### src/hdl/ncf_pkg.sv
// Shared constants and payload types of the negative cycle finder.
package ncf_pkg;

  localparam int unsigned MaxNodes  = 32;
  localparam int unsigned MaxEdges  = 1024;
  localparam int unsigned DistBits  = 48;
  localparam int unsigned NodeW     = 6;
  localparam int unsigned WeightW   = 32;
  localparam int unsigned EdgeAddrW = $clog2(MaxEdges);
  localparam int unsigned EdgeCntW  = EdgeAddrW + 1;

  typedef struct packed {
    logic [NodeW-1:0]          edge_source;
    logic [NodeW-1:0]          edge_target;
    logic signed [WeightW-1:0] edge_weight;
    logic                      last_edge;
  } ncf_req_t;

  typedef struct packed {
    logic             cycle_found;
    logic [NodeW-1:0] cycle_node;
    logic             last_result;
  } ncf_res_t;

  typedef struct packed {
    logic [NodeW-1:0]          src;
    logic [NodeW-1:0]          dst;
    logic signed [WeightW-1:0] weight;
  } ncf_edge_t;

endpackage

### src/hdl/ncf_sat_add.sv
// Saturating addition of an edge weight to a node distance.
module ncf_sat_add (
  input  logic signed [ncf_pkg::DistBits-1:0] dist_i,
  input  logic signed [ncf_pkg::WeightW-1:0]  weight_i,
  output logic signed [ncf_pkg::DistBits-1:0] sum_o
);
  import ncf_pkg::*;

  logic signed [DistBits:0] dist_ext;
  logic signed [DistBits:0] weight_ext;
  logic signed [DistBits:0] full;

  assign dist_ext   = {dist_i[DistBits-1], dist_i};
  assign weight_ext = {{(DistBits + 1 - WeightW){weight_i[WeightW-1]}}, weight_i};
  assign full       = dist_ext + weight_ext;

  // The two top bits differ only when the sum has left the distance range.
  always_comb begin
    if (full[DistBits] != full[DistBits-1]) begin
      sum_o = full[DistBits] ? {1'b1, {(DistBits-1){1'b0}}} : {1'b0, {(DistBits-1){1'b1}}};
    end else begin
      sum_o = full[DistBits-1:0];
    end
  end

endmodule

### config.mk
export PLATFORM = sky130hd
export DESIGN_NAME = ncf_sat_add
export DESIGN_NICKNAME = d
export VERILOG_FILES = /design/src/hdl/ncf_pkg.sv /design/src/hdl/ncf_sat_add.sv
export SDC_FILE = /design/constraint.sdc
export NUM_CORES = 1
export LEC_CHECK = 0
export ABC_AREA = 1
export BUFFER_PORTS_ARGS = -buffer_cell sky130_fd_sc_hd__buf_4
export CAP_MARGIN = 20
export CORE_ASPECT_RATIO = 1.75
export CORE_MARGIN = 3
export CORE_UTILIZATION = 25
export DETAILED_ROUTE_END_ITERATION = 6
export GPL_ROUTABILITY_DRIVEN = 0
export SYNTH_ARGS = -nofsm -noshare
export SYNTH_HDL_FRONTEND = slang
export SYNTH_SLANG_ARGS = --single-unit
### constraint.sdc
create_clock -name vclk -period 3.2
set_clock_uncertainty 0.05 [all_clocks]
set_input_delay 0 -clock vclk [all_inputs]
set_output_delay 0 -clock vclk [all_outputs]
set_load 0.02 [all_outputs]
==> out/results.ini <==
[power]
switching_share = 0.629
p_comb_frac = 1.000
p_leak_nw = 3.17
p_int_mw = 0.611
power_density_nw_per_um2 = 294
ir_worst_vdd_mv = 0.151
power_switching_mw = 1.04
pwr-share-seq = 0
power_frac_clock = 0

[timing]
fmax_mhz = 378
fin_hold_ws_ns = 0.374
worst_pin_slew_ns = 0.651
finalCriticalPeriod_ns = 2.64
rsz0062_at_grt = no
slew_violations = 0
min_period_over_period = 0.826
fin_tns_setup_ns = 0
setup_viol = 0
finalHoldViolations = 0
slew_headroom = 0.562

[hold_path]
min_path_type = in -> out
holdPathEnd = sum_o[0]
holdPathStages = 5
min_from = weight_i[0]

[floorplan]
initial_utilization = 0.255
die-area_sq_um = 19500
chipHeight_um = 183
rows = 64
io_pins = 128
core_area_sq_um = 17500
die_x_um = 107

[route]
vias = 5672
drt-initial-drc-count = 309
post_drt_wl_per_cell_um = 14.9
vias_per_cell = 4.65
drc = 0
finalWirelength_mm = 18.2
dr.pass1.iters = 5
postRouteAntennaNets = 0

[yosys]
synth_area_leader_cell = nand2_1
yosys.cell_count.top_type = nand2_1
netlist_area_sq_um = 4460
ys_seq_area_frac = 0
synth_top_cell_area_share = 0.254
synthTopCellsByArea = nand2_1 (25%), ha_1 (13%), inv_1 (12%), nor2_1 (6.4%), nand2_2 (6.3%)
syn-mean-instance-area_sq_um = 5.13
synth_commonest_cells = nand2_1 (302), inv_1 (138), nor2_1 (76)
yosysUniqueCellTypes = 31
yosys_warnings = 0
syn_inst = 868
synth_nets = 997

[job]
cap_violations = 0

[layout]
design_area_sq_um = 5610
fin_cells = 1220
final_core_util = 0.321
antenna_cells = 0
regArea_sq_um = 0
seq_cells = 0
syn_to_final_growth_pct = 25.9
clock_buffers = 0
layout.nets = 1120
drive_gt1_frac = 0.218

[place]
place_inst = 1220
dp.final_hpwl_mm = 16.2
io_buffers = 128
placed_area_sq_um = 5610

[global_route]
grt_max_degree = 32
grt.total_usage = 0.178
grt_pass1_wl_mm = 27.6
grt_pass1_vias = 5568
grt-ovfl-total = 0
antenna_found_initial = 0

[worst_setup_path]
crit_type = in -> out
endpoint_kind = primary output
start_kind = primary input
required_ns = 3.15
crit_fanout = 27
cp.arrival_ns = 2.59

[run_status]
status = completed

[cts]
cts_resized = 0
cts_hold_repair.buffers = 0
cts_setup_buffers = 0

-- metal layers --
layer | vias to the layer above | track usage | part of all wire
met5 | - | 0 | 0
met4 | 0 | 0.0917 | 0.068
met3 | 65 | 0.0138 | 0.043
li1 | 2965 | - | -
met1 | 2456 | 0.179 | 0.36
met2 | 186 | 0.353 | 0.53
-- worst max-delay path, stage by stage --
cell and delay (ns):
buf_4 0.08, ha_1 0.18, inv_1 0.06, fa_1 0.39, inv_1 0.09, nand3_1 0.07
nand2_1 0.17, nand2_1 0.09, nand2_2 0.12, nand2_2 0.06, nand2_2 0.10, nand2_1 0.10
nand4_1 0.15, nand2_4 0.09, nand2_4 0.30, buf_4 0.30, nand2_2 0.07, buf_4 0.15
-- kinds of logic after synthesis --
kind of cell,share of synthesized area
and+or+nand+nor,0.504
buffers and inverters,0.155
AOI/OAI and AO/OA,0.138
adders and majority gates,0.139
xor gates and xnor gates,0.0629
-- worst max-delay path by stage --
stage | from | endpoint | slack (ns) | cells after the start
final | dist_i[0] | sum_o[27] | 0.56 | 18
after detailed placement | dist_i[0] | sum_o[27] | 0.56 | 18
after floorplan | dist_i[0] | sum_o[1] | 1.17 | 16
after global routing | dist_i[0] | sum_o[32] | 0.32 | 18
after global placement | dist_i[0] | sum_o[32] | 0.64 | 18
after CTS | dist_i[0] | sum_o[27] | 0.56 | 18
-- final cells by class --
type,instances,area (sq um)
timing repair buffer,130,976
fill,2107,11800
tap,231,289
multi-input combinational,704,3760
inverter,155,582
-- power by group through the flow --
stage          Sequential (mW)  Clock, mW  Combinational, mW
3_5_place_dp                 0          0               1.65
4_1_cts                      0          0               1.66
3_3_place_gp                 0          0               1.65
5_1_grt                      0          0               1.80
6_report                     0          0               1.65
2_1_floorplan                0          0               1.07
-- cells in the final DEF, fill, tap and decap left out, drive strengths merged, types with 2 or more instances in the layout --
cell type / n
nand4: 19
nand2: 351
xor2: 23
a31oi: 2
ha: 48
nand3: 32
nor4: 2
nand3b: 3
buf: 130
xnor2: 9
nor3: 13
o21ai: 39
o21bai: 12
inv: 154
a21oi: 59
nor2: 89
-- through the flow --
stage,worst slack [ns],total power [mW]
finish,0.556,1.65
global route,0.316,1.80
CTS,0.558,1.66
detailed placement,0.563,1.65
global placement,0.641,1.65
floorplan,1.17,1.07
(Power assumes the default switching activity.)
